## config.mk

```make
export PLATFORM = sky130hd
export DESIGN_NAME = cpu_alu_flags_condition_unit_core_flat
export DESIGN_NICKNAME = d
export VERILOG_FILES = /design/src/rtl/cafcu_pkg.sv /design/src/rtl/cafcu_ifs.sv /design/src/rtl/cafcu_in_stage.sv /design/src/rtl/cafcu_exec.sv /design/src/rtl/cafcu_out_stage.sv /design/src/rtl/cpu_alu_flags_condition_unit_core.sv /design/src/flat_wrapper.sv
export VERILOG_INCLUDE_DIRS = /design/src /design/src/rtl
export SDC_FILE = /design/constraint.sdc
export NUM_CORES = 1
export LEC_CHECK = 0
export BUFFER_PORTS_ARGS = -buffer_cell sky130_fd_sc_hd__buf_2
export CELL_PAD_IN_SITES_DETAIL_PLACEMENT = 1
export CELL_PAD_IN_SITES_GLOBAL_PLACEMENT = 2
export CORE_MARGIN = 4
export CORE_UTILIZATION = 33
export DETAILED_ROUTE_END_ITERATION = 7
export HOLD_SLACK_MARGIN = 0.08
export PLACE_DENSITY_LB_ADDON = 0.05
export SKIP_LAST_GASP = 1
export SYNTH_ARGS = -nofsm -noshare
export SYNTH_HDL_FRONTEND = slang
export SYNTH_SLANG_ARGS = --single-unit
```

## constraint.sdc

```tcl
create_clock -name clk -period 3.5 [get_ports clk]
set_input_delay 0.525 -clock clk [delete_from_list [all_inputs] [get_ports clk]]
set_output_delay 0.525 -clock clk [all_outputs]
set_load 0.02 [all_outputs]
```

## src/rtl/cpu_alu_flags_condition_unit_core_defines.svh

```systemverilog
// Assertion macros shared by the ALU flags and condition unit RTL.
// Define ASSERT_OFF to compile every assertion away; no other dependencies.
`ifndef CPU_ALU_FLAGS_CONDITION_UNIT_CORE_DEFINES_SVH
`define CPU_ALU_FLAGS_CONDITION_UNIT_CORE_DEFINES_SVH

`ifndef ASSERT_OFF

// Same-cycle implication, disabled while reset is asserted.
`define CAFCU_ASSERT_IMPL(label, clk, rst_n, ante, cons, msg) \
  label: assert property (@(posedge clk) disable iff (!rst_n) (ante) |-> (cons)) \
    else $error(msg);

// Next-cycle implication, disabled while reset is asserted.
`define CAFCU_ASSERT_NEXT(label, clk, rst_n, ante, cons, msg) \
  label: assert property (@(posedge clk) disable iff (!rst_n) (ante) |=> (cons)) \
    else $error(msg);

`else

`define CAFCU_ASSERT_IMPL(label, clk, rst_n, ante, cons, msg)
`define CAFCU_ASSERT_NEXT(label, clk, rst_n, ante, cons, msg)

`endif

`endif

```

## src/rtl/cafcu_pkg.sv

```systemverilog
// Types and constants for the ALU flags and condition unit.
// Used by the channel interfaces and every RTL module; no dependencies.
package cafcu_pkg;

  localparam int unsigned DATA_W  = 32;
  localparam int unsigned CMD_W   = 4;
  localparam int unsigned COND_W  = 4;

  // Operation codes.
  typedef enum logic [CMD_W-1:0] {
    CMD_ADD   = 4'd0,
    CMD_SUB   = 4'd1,
    CMD_CMP   = 4'd2,
    CMD_AND   = 4'd3,
    CMD_OR    = 4'd4,
    CMD_XOR   = 4'd5,
    CMD_CLR   = 4'd6,
    CMD_EXTB  = 4'd7,
    CMD_EXTBU = 4'd8,
    CMD_EXTH  = 4'd9,
    CMD_EXTHU = 4'd10,
    CMD_ASL2  = 4'd11,
    CMD_CTEST = 4'd12,
    CMD_MOVE  = 4'd13,
    CMD_ADDNF = 4'd14
  } cmd_t;

  // Branch condition codes.
  typedef enum logic [COND_W-1:0] {
    COND_LT = 4'd0,
    COND_GT = 4'd1,
    COND_GE = 4'd2,
    COND_LE = 4'd3,
    COND_CS = 4'd4,
    COND_HI = 4'd5,
    COND_CC = 4'd6,
    COND_LS = 4'd7,
    COND_EQ = 4'd8,
    COND_NE = 4'd9
  } cond_t;

  // Status flags; Z sits in bit 0 and V in bit 3.
  typedef struct packed {
    logic v;
    logic c;
    logic n;
    logic z;
  } flags_t;

  // One operation as held in the input register.
  typedef struct packed {
    logic [CMD_W-1:0]  cmd;
    logic [DATA_W-1:0] operand_a;
    logic [DATA_W-1:0] operand_b;
    logic [COND_W-1:0] cond_code;
  } in_item_t;

  // One result as held in the result register.
  typedef struct packed {
    logic [DATA_W-1:0] result;
    logic              writes_back;
    flags_t            flags_out;
    logic              cond_true;
  } out_item_t;

endpackage

```

## src/rtl/cafcu_ifs.sv

```systemverilog
// Valid/ready channel interfaces for operations and results.
// Depends on cafcu_pkg for field widths; flags_out is a plain 4-bit vector.
interface cafcu_in_if;
  logic                            valid;
  logic                            ready;
  logic [cafcu_pkg::CMD_W-1:0]     cmd;
  logic [cafcu_pkg::DATA_W-1:0]    operand_a;
  logic [cafcu_pkg::DATA_W-1:0]    operand_b;
  logic [cafcu_pkg::COND_W-1:0]    cond_code;

  modport source (output valid, cmd, operand_a, operand_b, cond_code, input ready);
  modport sink   (input valid, cmd, operand_a, operand_b, cond_code, output ready);
endinterface

interface cafcu_out_if;
  logic                            valid;
  logic                            ready;
  logic [cafcu_pkg::DATA_W-1:0]    result;
  logic                            writes_back;
  logic [3:0]                      flags_out;
  logic                            cond_true;

  modport source (output valid, result, writes_back, flags_out, cond_true, input ready);
  modport sink   (input valid, result, writes_back, flags_out, cond_true, output ready);
endinterface

```

## src/rtl/cafcu_in_stage.sv

```systemverilog
// Input register: captures one operation per transfer on the input channel.
// Depends on cafcu_pkg and cafcu_in_if.
module cafcu_in_stage (
  input  logic                clk,
  input  logic                rst_n,
  cafcu_in_if.sink            in_ch,
  input  logic                advance,
  output logic                item_valid,
  output cafcu_pkg::in_item_t item
);

  logic                valid_r;
  logic                valid_nxt;
  cafcu_pkg::in_item_t item_r;
  logic                take;

  // The register can take a new operation when empty or when its content moves on.
  assign in_ch.ready = !valid_r || advance;
  assign take        = in_ch.valid && in_ch.ready;

  always_comb begin
    valid_nxt = valid_r;
    if (take) begin
      valid_nxt = 1'b1;
    end else if (advance) begin
      valid_nxt = 1'b0;
    end
  end

  always_ff @(posedge clk) begin
    if (!rst_n) begin
      valid_r <= 1'b0;
    end else begin
      valid_r <= valid_nxt;
    end
  end

  // Payload needs no reset; it is qualified by the valid bit.
  always_ff @(posedge clk) begin
    if (take) begin
      item_r <= '{cmd:       in_ch.cmd,
                  operand_a: in_ch.operand_a,
                  operand_b: in_ch.operand_b,
                  cond_code: in_ch.cond_code};
    end
  end

  assign item_valid = valid_r;
  assign item       = item_r;

endmodule

```

## src/rtl/cafcu_exec.sv

```systemverilog
// Single-pass ALU datapath: result, next flags and branch condition.
// Depends on cafcu_pkg; purely combinational.
module cafcu_exec (
  input  cafcu_pkg::in_item_t  item,
  input  cafcu_pkg::flags_t    flags_q,
  output cafcu_pkg::out_item_t res,
  output cafcu_pkg::flags_t    flags_nxt
);

  logic [cafcu_pkg::DATA_W-1:0] a;
  logic [cafcu_pkg::DATA_W-1:0] b;
  logic [cafcu_pkg::DATA_W:0]   sum_ext;
  logic [cafcu_pkg::DATA_W:0]   diff_ext;
  logic [cafcu_pkg::DATA_W-1:0] sum;
  logic [cafcu_pkg::DATA_W-1:0] diff;
  logic [cafcu_pkg::DATA_W-1:0] and_v;
  logic [cafcu_pkg::DATA_W-1:0] or_v;
  logic [cafcu_pkg::DATA_W-1:0] xor_v;
  logic [cafcu_pkg::DATA_W-1:0] asl_v;
  logic                         add_ovf;
  logic                         sub_ovf;
  logic                         lt;
  logic                         cond_hit;
  logic [cafcu_pkg::DATA_W-1:0] res_val;
  logic                         wb;
  logic                         ct;
  cafcu_pkg::flags_t            f;

  assign a = item.operand_a;
  assign b = item.operand_b;

  // One shared adder and one subtractor; the extra top bit is carry or borrow.
  assign sum_ext  = {1'b0, a} + {1'b0, b};
  assign diff_ext = {1'b0, a} - {1'b0, b};
  assign sum      = sum_ext[cafcu_pkg::DATA_W-1:0];
  assign diff     = diff_ext[cafcu_pkg::DATA_W-1:0];
  assign add_ovf  = ~(a[cafcu_pkg::DATA_W-1] ^ b[cafcu_pkg::DATA_W-1])
                    & (a[cafcu_pkg::DATA_W-1] ^ sum[cafcu_pkg::DATA_W-1]);
  assign sub_ovf  = (a[cafcu_pkg::DATA_W-1] ^ b[cafcu_pkg::DATA_W-1])
                    & (a[cafcu_pkg::DATA_W-1] ^ diff[cafcu_pkg::DATA_W-1]);

  assign and_v = a & b;
  assign or_v  = a | b;
  assign xor_v = a ^ b;
  assign asl_v = {a[cafcu_pkg::DATA_W-3:0], 2'b00};

  // Branch condition on the stored flags; unknown codes are false.
  assign lt = flags_q.n ^ flags_q.v;

  always_comb begin
    case (cafcu_pkg::cond_t'(item.cond_code))
      cafcu_pkg::COND_LT: cond_hit = lt;
      cafcu_pkg::COND_GT: cond_hit = !(lt || flags_q.z);
      cafcu_pkg::COND_GE: cond_hit = !lt;
      cafcu_pkg::COND_LE: cond_hit = lt || flags_q.z;
      cafcu_pkg::COND_CS: cond_hit = flags_q.c;
      cafcu_pkg::COND_HI: cond_hit = !(flags_q.c || flags_q.z);
      cafcu_pkg::COND_CC: cond_hit = !flags_q.c;
      cafcu_pkg::COND_LS: cond_hit = flags_q.c || flags_q.z;
      cafcu_pkg::COND_EQ: cond_hit = flags_q.z;
      cafcu_pkg::COND_NE: cond_hit = !flags_q.z;
      default:            cond_hit = 1'b0;
    endcase
  end

  // Operation select and flag update.
  always_comb begin
    res_val = '0;
    wb      = 1'b1;
    ct      = 1'b0;
    f       = flags_q;
    case (cafcu_pkg::cmd_t'(item.cmd))
      cafcu_pkg::CMD_ADD: begin
        res_val = sum;
        f = '{v: add_ovf, c: sum_ext[cafcu_pkg::DATA_W],
              n: sum[cafcu_pkg::DATA_W-1], z: (sum == '0)};
      end
      cafcu_pkg::CMD_SUB: begin
        res_val = diff;
        f = '{v: sub_ovf, c: diff_ext[cafcu_pkg::DATA_W],
              n: diff[cafcu_pkg::DATA_W-1], z: (diff == '0)};
      end
      cafcu_pkg::CMD_CMP: begin
        wb = 1'b0;
        f = '{v: sub_ovf, c: diff_ext[cafcu_pkg::DATA_W],
              n: diff[cafcu_pkg::DATA_W-1], z: (diff == '0)};
      end
      cafcu_pkg::CMD_AND: begin
        res_val = and_v;
        f = '{v: 1'b0, c: flags_q.c, n: and_v[cafcu_pkg::DATA_W-1], z: (and_v == '0)};
      end
      cafcu_pkg::CMD_OR: begin
        res_val = or_v;
        f = '{v: 1'b0, c: flags_q.c, n: or_v[cafcu_pkg::DATA_W-1], z: (or_v == '0)};
      end
      cafcu_pkg::CMD_XOR: begin
        res_val = xor_v;
        f = '{v: 1'b0, c: flags_q.c, n: xor_v[cafcu_pkg::DATA_W-1], z: (xor_v == '0)};
      end
      cafcu_pkg::CMD_CLR: begin
        res_val = '0;
        f = '{v: 1'b0, c: 1'b0, n: 1'b0, z: 1'b1};
      end
      cafcu_pkg::CMD_EXTB: begin
        res_val = {{(cafcu_pkg::DATA_W-8){a[7]}}, a[7:0]};
      end
      cafcu_pkg::CMD_EXTBU: begin
        res_val = {{(cafcu_pkg::DATA_W-8){1'b0}}, a[7:0]};
      end
      cafcu_pkg::CMD_EXTH: begin
        res_val = {{(cafcu_pkg::DATA_W-16){a[15]}}, a[15:0]};
      end
      cafcu_pkg::CMD_EXTHU: begin
        res_val = {{(cafcu_pkg::DATA_W-16){1'b0}}, a[15:0]};
      end
      cafcu_pkg::CMD_ASL2: begin
        res_val = asl_v;
        f = '{v: flags_q.v, c: flags_q.c,
              n: asl_v[cafcu_pkg::DATA_W-1], z: (asl_v == '0)};
      end
      cafcu_pkg::CMD_CTEST: begin
        wb = 1'b0;
        ct = cond_hit;
      end
      cafcu_pkg::CMD_MOVE: begin
        res_val = b;
      end
      cafcu_pkg::CMD_ADDNF: begin
        res_val = sum;
      end
      default: begin
        wb = 1'b0;
      end
    endcase
  end

  // Nothing is reported in the result field when nothing is written back.
  assign res = '{result:      (wb ? res_val : '0),
                 writes_back: wb,
                 flags_out:   f,
                 cond_true:   ct};
  assign flags_nxt = f;

endmodule

```

## src/rtl/cafcu_out_stage.sv

```systemverilog
// Result register driving the result channel.
// Depends on cafcu_pkg and cafcu_out_if.
module cafcu_out_stage (
  input  logic                 clk,
  input  logic                 rst_n,
  input  logic                 load,
  input  cafcu_pkg::out_item_t res,
  output logic                 free,
  cafcu_out_if.source          out_ch
);

  logic                 valid_r;
  logic                 valid_nxt;
  cafcu_pkg::out_item_t res_r;

  // The register accepts a new result when empty or when this cycle's transfer drains it.
  assign free = !valid_r || out_ch.ready;

  always_comb begin
    valid_nxt = valid_r;
    if (load) begin
      valid_nxt = 1'b1;
    end else if (out_ch.ready) begin
      valid_nxt = 1'b0;
    end
  end

  always_ff @(posedge clk) begin
    if (!rst_n) begin
      valid_r <= 1'b0;
    end else begin
      valid_r <= valid_nxt;
    end
  end

  always_ff @(posedge clk) begin
    if (load) begin
      res_r <= res;
    end
  end

  assign out_ch.valid       = valid_r;
  assign out_ch.result      = res_r.result;
  assign out_ch.writes_back = res_r.writes_back;
  assign out_ch.flags_out   = res_r.flags_out;
  assign out_ch.cond_true   = res_r.cond_true;

endmodule

```

## src/rtl/cpu_alu_flags_condition_unit_core.sv

```systemverilog
// 32-bit ALU with a Z/N/C/V status register and a branch-condition test. One operation
// is accepted per clock cycle, back to back, unless the result channel stalls. Each
// result is presented on the result channel once it has passed the input register and
// then the result register; it is held until taken. The combinational ALU path between
// those two registers sets the rate, and the status flags are written as the operation
// enters the result register, so the very next operation already sees them. Built from
// cafcu_pkg, the channel interfaces, cafcu_in_stage, cafcu_exec and cafcu_out_stage.
`include "cpu_alu_flags_condition_unit_core_defines.svh"

module cpu_alu_flags_condition_unit_core (
  input  logic        clk,
  input  logic        rst_n,
  cafcu_in_if.sink    in_ch,
  cafcu_out_if.source out_ch
);

  cafcu_pkg::in_item_t  item;
  logic                 item_valid;
  cafcu_pkg::out_item_t res;
  cafcu_pkg::flags_t    flags_r;
  cafcu_pkg::flags_t    flags_nxt;
  logic                 out_free;
  logic                 advance;

  // An operation moves to the result register when it is there and the slot is free.
  assign advance = item_valid && out_free;

  cafcu_in_stage u_in_stage (
    .clk        (clk),
    .rst_n      (rst_n),
    .in_ch      (in_ch),
    .advance    (advance),
    .item_valid (item_valid),
    .item       (item)
  );

  cafcu_exec u_exec (
    .item      (item),
    .flags_q   (flags_r),
    .res       (res),
    .flags_nxt (flags_nxt)
  );

  cafcu_out_stage u_out_stage (
    .clk    (clk),
    .rst_n  (rst_n),
    .load   (advance),
    .res    (res),
    .free   (out_free),
    .out_ch (out_ch)
  );

  // Status register updates together with the result register.
  always_ff @(posedge clk) begin
    if (!rst_n) begin
      flags_r <= '0;
    end else if (advance) begin
      flags_r <= flags_nxt;
    end
  end

  // Flags only change when an operation completes.
  `CAFCU_ASSERT_NEXT(a_flags_hold, clk, rst_n, !advance,
                     flags_r == $past(flags_r), "flags changed without an operation")

  // The reported flags match the status register right after a load.
  `CAFCU_ASSERT_NEXT(a_flags_match, clk, rst_n, advance,
                     out_ch.flags_out == flags_r, "reported flags differ from status register")

  // A result that is not written back reads as zero.
  `CAFCU_ASSERT_IMPL(a_no_wb_zero, clk, rst_n, out_ch.valid && !out_ch.writes_back,
                     out_ch.result == '0, "result nonzero without write-back")

  // A true condition only comes from a condition test, which writes nothing.
  `CAFCU_ASSERT_IMPL(a_cond_no_wb, clk, rst_n, out_ch.valid && out_ch.cond_true,
                     !out_ch.writes_back, "condition result with write-back")

endmodule
```

## src/flat_wrapper.sv

```systemverilog
// flat-port wrapper written by rule: the top's interface ports become plain ports
module cpu_alu_flags_condition_unit_core_flat 
  (clk, rst_n, in_ch_valid, in_ch_cmd, in_ch_operand_a, in_ch_operand_b, in_ch_cond_code, in_ch_ready, out_ch_valid, out_ch_result, out_ch_writes_back, out_ch_flags_out, out_ch_cond_true, out_ch_ready);
  cafcu_in_if in_ch_i ();
  cafcu_out_if out_ch_i ();
  input  logic clk;
  input  logic rst_n;
  input wire logic [$bits(in_ch_i.valid)-1:0] in_ch_valid;
  input wire logic [$bits(in_ch_i.cmd)-1:0] in_ch_cmd;
  input wire logic [$bits(in_ch_i.operand_a)-1:0] in_ch_operand_a;
  input wire logic [$bits(in_ch_i.operand_b)-1:0] in_ch_operand_b;
  input wire logic [$bits(in_ch_i.cond_code)-1:0] in_ch_cond_code;
  output wire logic [$bits(in_ch_i.ready)-1:0] in_ch_ready;
  output wire logic [$bits(out_ch_i.valid)-1:0] out_ch_valid;
  output wire logic [$bits(out_ch_i.result)-1:0] out_ch_result;
  output wire logic [$bits(out_ch_i.writes_back)-1:0] out_ch_writes_back;
  output wire logic [$bits(out_ch_i.flags_out)-1:0] out_ch_flags_out;
  output wire logic [$bits(out_ch_i.cond_true)-1:0] out_ch_cond_true;
  input wire logic [$bits(out_ch_i.ready)-1:0] out_ch_ready;
  assign in_ch_i.valid = in_ch_valid;
  assign in_ch_i.cmd = in_ch_cmd;
  assign in_ch_i.operand_a = in_ch_operand_a;
  assign in_ch_i.operand_b = in_ch_operand_b;
  assign in_ch_i.cond_code = in_ch_cond_code;
  assign in_ch_ready = in_ch_i.ready;
  assign out_ch_valid = out_ch_i.valid;
  assign out_ch_result = out_ch_i.result;
  assign out_ch_writes_back = out_ch_i.writes_back;
  assign out_ch_flags_out = out_ch_i.flags_out;
  assign out_ch_cond_true = out_ch_i.cond_true;
  assign out_ch_i.ready = out_ch_ready;
  cpu_alu_flags_condition_unit_core u_core (.clk(clk), .rst_n(rst_n), .in_ch(in_ch_i), .out_ch(out_ch_i));
endmodule
```

Yosys cells after proc, flatten, opt, wreduce, memory -nomap -nowiden
Cells that the tools add are included.

Flip-flop bits (word level): 116. Latch bits: 0. RAM bits: 0. ROM bits: 0. Input bits: 76. Output and inout bits: 40. Word-level logic and storage cells: 86. Memories: 0.

Add/subtract/negate cells: 2. Multiply operators: 0. Div/mod/pow operators: 0. Magnitude comparators: 0. Equality and inequality tests: 23. Shift-type cells: 0. Multiplexer cells: 8. Bitwise gates (word level): 10. Reduce and logical (&&, ||, !) cells: 26.

Operators with widths (number): one-hot mux 32 bit (11 select lines) (1); logical NOT 32 bit (6); equality test 4 bit, second input constant (9); adder 32 x 32 -> 33 bit (1); subtractor 32 x 32 -> 33 bit (1); bitwise AND 32 bit (1); equality test 4 x 3 -> 1 bit, second input constant (8); bitwise OR 32 bit (1); bitwise XOR 32 bit (1); one-hot mux 4 bit (7 select lines) (1); equality test 4 x 2 -> 1 bit, second input constant (4); OR reduction 13 bit (1); one-hot mux 1 bit (10 select lines) (1); equality test 4 x 1 -> 1 bit, second input constant (2); logical NOT 4 bit (2); logical NOT 1 bit (7); 2-to-1 mux 1 bit (5); logical OR 1 bit (4); nonzero test 2 bit (2); OR reduction 2 bit (2); bitwise XOR 1 bit (4); bitwise AND 1 bit (2); logical AND 1 bit (2); inverter 1 bit (1).

Longest topological paths before layout
Depth after elaboration: 6. Mapped depth: 14. Gate-level depth less buffers: 14.

By module
Synthesis repeated with hierarchy kept, for this count alone.

Cells, all modules: 1255. Area total of the unflattened synthesis: 10846.7 µm².

Modules (own cells, without submodules): cafcu_exec (instances 1, cells each 1118, area each 7283.2 µm², sequential area each 0.0 µm²); cafcu_in_stage (instances 1, cells each 77, area each 2219.6 µm², sequential area each 2182.1 µm²); cafcu_out_stage (instances 1, cells each 42, area each 1189.9 µm², sequential area each 1161.1 µm²); cpu_alu_flags_condition_unit_core (instances 1, cells each 18, area each 153.9 µm², sequential area each 80.1 µm²).

Worst setup path before layout
OpenSTA, ideal clock, no wires.

Kind: register -> register. Start point: register u_core.u_in_stage.item_r, in the netlist u_core.u_in_stage.item[36]. End point: register u_core.u_out_stage.res_r, in the netlist u_core.u_out_stage.out_ch.flags_out[0] (data pin). Library setup time: 263 ps. Data arrival time: 3066 ps. Data required time: 3237 ps. Path slack: 171 ps. Stages on the path, launching flop included: 15. Buffers on the path: 0. Period minus slack after synthesis: 3329 ps. Cells stage by stage: edfxtp_1 > inv_1 > ha_1 > inv_1 > fa_1 > nor2b_1 > o211a_1 > o31a_1 > o31ai_4 > o21bai_2 > or4_1 > nand4_1 > nor3_1 > a31oi_1 > a21oi_1.

RTL lines: start: declaration (line cafcu_in_stage.sv:14) `cafcu_pkg::in_item_t item_r;`; start signal: assignment (line cafcu_in_stage.sv:41) `item_r <= '{cmd: in_ch.cmd,`; end signal: assignment (line cafcu_out_stage.sv:38) `res_r <= res;`; end: declaration (line cafcu_out_stage.sv:14) `cafcu_pkg::out_item_t res_r;`.

==> metrics <==
Sequential Area 3420 sq um; # fillers 3781; first-pass GRT wire length 82.5 mm; Post-synth ARST share 0; number of synthesized flops with an enable pin 110; Mean Syn Cell Area 8.67 sq um; max-slew violation count 0; CP Launch Type flop; HPWL after detailed placement 45.2 mm; CTS HTree Levels 4; # diodes 0; Longest Clk Path Bufs 2; LEAKAGE 6.53 nW; Synth top area share 0.312; Worst-Margin Slew 0.877 ns; DRC errors left 0; pwr dens 385 nW/um^2; RSZ-0062 raised after global routing yes; Setup WS post-layout -0.153 ns; post-route minimum period 3.65 ns; multi-input logic area 6850 sq um; Die X 187 microns; crit path kind reg -> reg; Worst slew margin 0.410; Clock Tree Root clkbuf_16; fraction of layout cells with a size suffix above 1 0.353; placement row count 65; Place WS -0.411 ns; failing checks negative setup slack; CORE AREA 31600 sq um; fin crit share 1.04; number of global-route vias before repair 12500; area leader, netlist edfxtp_1; required time worst endpoint 3.81 ns; outcome finished with violations; Post-Synthesis Net Count 1396; drt initial violations 1189; Detailed Route WL 56.2 mm; Placer Congestion 0.986; Mapped Area 10600 sq um; Layout area overhead 42.0%; Setup-failing EPs final 3; via count 12100; Seq cells post-synth 116; clock sink total 116; dpl cell area 13900 sq um; register area share after synthesis 0.323; CTS Buf Count 17; io pins 116; final hold violation count 0; DRT antenna net count 0; die footprint 35100 sq um; pin count of the biggest net entering global routing 32; Post-CTS Hold Buffers 0; vias per inst 5.88; Util after Layout 0.476; Pre-Repair DR Iteration Count 7; WP data arrival 3.97 ns; Worst Skew 0.0212 ns; most used flip-flop cell after synthesis edfxtp_1; fmax 274 MHz; design area 15100 sq um; Mapped Cells 1222; Peak VDD IR 382 uV; slowest stage cell on the critical path edfxtp_1; Die Ht 187 microns; initial core utilization 0.335; Port-buffer cells 115; Clk pin slew, worst setup/hold paths 0.08 ns; All-Layer GR Usage 0.314; CP endpoint kind flop; Skew-Pair Late Insertion Delay 0.47 ns; Netlist cell types 77; leading post-synthesis cells by instance count nor2_1, edfxtp_1, ha_1; initial antenna violation count 3; Yosys warnings 0; placed insts 2009; Final #Nets 1821; slowest stage delay, CP 0.46 ns; Routed WL per cell 27.3 microns; CP cell instances buf_4 > ha_4 > inv_1 > fa_2 > nand2b_4 > a211oi_1 > or3_4 > a21o_1 > a41o_1 > a221o_1 > xnor2_2 > nor4b_4 > nand4_1 > a21oi_1; grt total ovfl 0; TritonCTS clock tree yes; crit-path max FO 4; non-filler cells, final 2062; max-cap viol count 0; leading post-synthesis cells by cell area edfxtp_1, ha_1, nor2_1, a21oi_1, inv_1; Hold Crit Class in -> reg; top-count cell post-synth nor2_1
cells by family (layout without fill, tap and decap cells):
kind of cell | after synthesis | count (layout) | synth area share
AO/OA/AOI/OAI | 373 | 373 | 0.253
XOR/XNOR | 51 | 51 | 0.0421
adder cells (fa/ha/maj) | 98 | 98 | 0.117
buffers and inverters | 166 | 604 | 0.0643
flip-flops | 116 | 116 | 0.323
multiplexers | 7 | 7 | 0.00661
AND/OR/NAND/NOR | 411 | 411 | 0.194
per-layer routing:
| layer | GRT usage | up-vias | share of wire |
|---|---|---|---|
| met4 | 0.0981 | 4 | 0.027 |
| met3 | 0.0483 | 85 | 0.065 |
| li1 | - | 5482 | - |
| met1 | 0.435 | 6052 | 0.44 |
| met5 | 0 | - | 0.00037 |
| met2 | 0.505 | 508 | 0.46 |
flip-flops by register name, indices dropped and copies added (netlist names):
| name | cells |
|---|---|
| u_core.u_out_stage.out_ch.writes_back | 1 |
| u_core.u_in_stage.item_valid | 1 |
| u_core.u_out_stage.out_ch.valid | 1 |
| u_core.u_in_stage.item | 72 |
| u_core.u_out_stage.out_ch.flags_out | 4 |
| u_core.flags_r | 4 |
| u_core.u_out_stage.out_ch.result | 32 |
| u_core.u_out_stage.out_ch.cond_true | 1 |
critical path, delay by kind of cell (launching register included):
kind,cells,cell delay [ns]
compound gates,5,1.12
xor+xnor,1,0.19
fa+ha+maj,2,0.38
buf+inv,2,0.25
flops,1,0.46
simple gates,4,1.10
metrics by stage:
step	hold WS (ns)	setup TNS [ns]	power, mW
final	0.232	-0.304	5.79
after global routing	0.225	-0.784	6.04
after global placement	0.501	-0.828	3.80
after floorplan	0.485	0	2.74
after CTS	0.209	-0.123	5.73
after detailed placement	0.513	-1.24	3.82
placed cells by master, fill, tap and decap left out, drive strengths merged, types with 11 or more instances in the layout:
master and instances:
nor2b 23, xor2 11, xnor2 40, nand3 42, nand4 31, or3 12
o31ai 14, a221o 16, ha 96, o221ai 11, buf 477, nor3 26
nand2b 11, nor4 33, a22oi 17, a21oi 81, a221oi 34, nor2 111
nand2 89, o211ai 15, inv 95, o2111ai 11, clkbuf 24, edfxtp 110
o21ai 67
cell type report:
cell class / instances / share of cell area
clock buffers: 24 / 0.0363
well taps: 402 / 0.0334
multi-input cells: 940 / 0.455
flip-flops and latches: 116 / 0.227
clock inverters: 8 / 0.00399
repair buffers: 477 / 0.220
inverters: 95 / 0.0237
what timing repair did:
action,CTS,global route
setup buffers,9,12
gates resized for setup,36,35
cloned,0,0
pin swaps,17,15
setup endpoints to repair,10,15
path summary, 6_finish.rpt:
check,start,endpoint,slack (ns),cells past startpoint
worst max-delay path,u_core.u_in_stage.item[36],u_core.u_out_stage.out_ch.flags_out[0],-0.15,14
worst min-delay path,in_ch_operand_a[10],u_core.u_in_stage.item[46],0.23,1
worst max register to register,u_core.u_in_stage.item[36],u_core.u_out_stage.out_ch.flags_out[0],-0.15,14
worst min register to register,u_core.u_in_stage.item_valid,u_core.u_out_stage.out_ch.valid,0.52,1
report_power, final:
part           internal, mW  switching, mW  total (mW)
Clock                  1.10          0.737        1.83
Combinational         0.952           1.32        2.28
Sequential             1.63         0.0526        1.69
No activity file was read; power rests on OpenSTA's default activity.
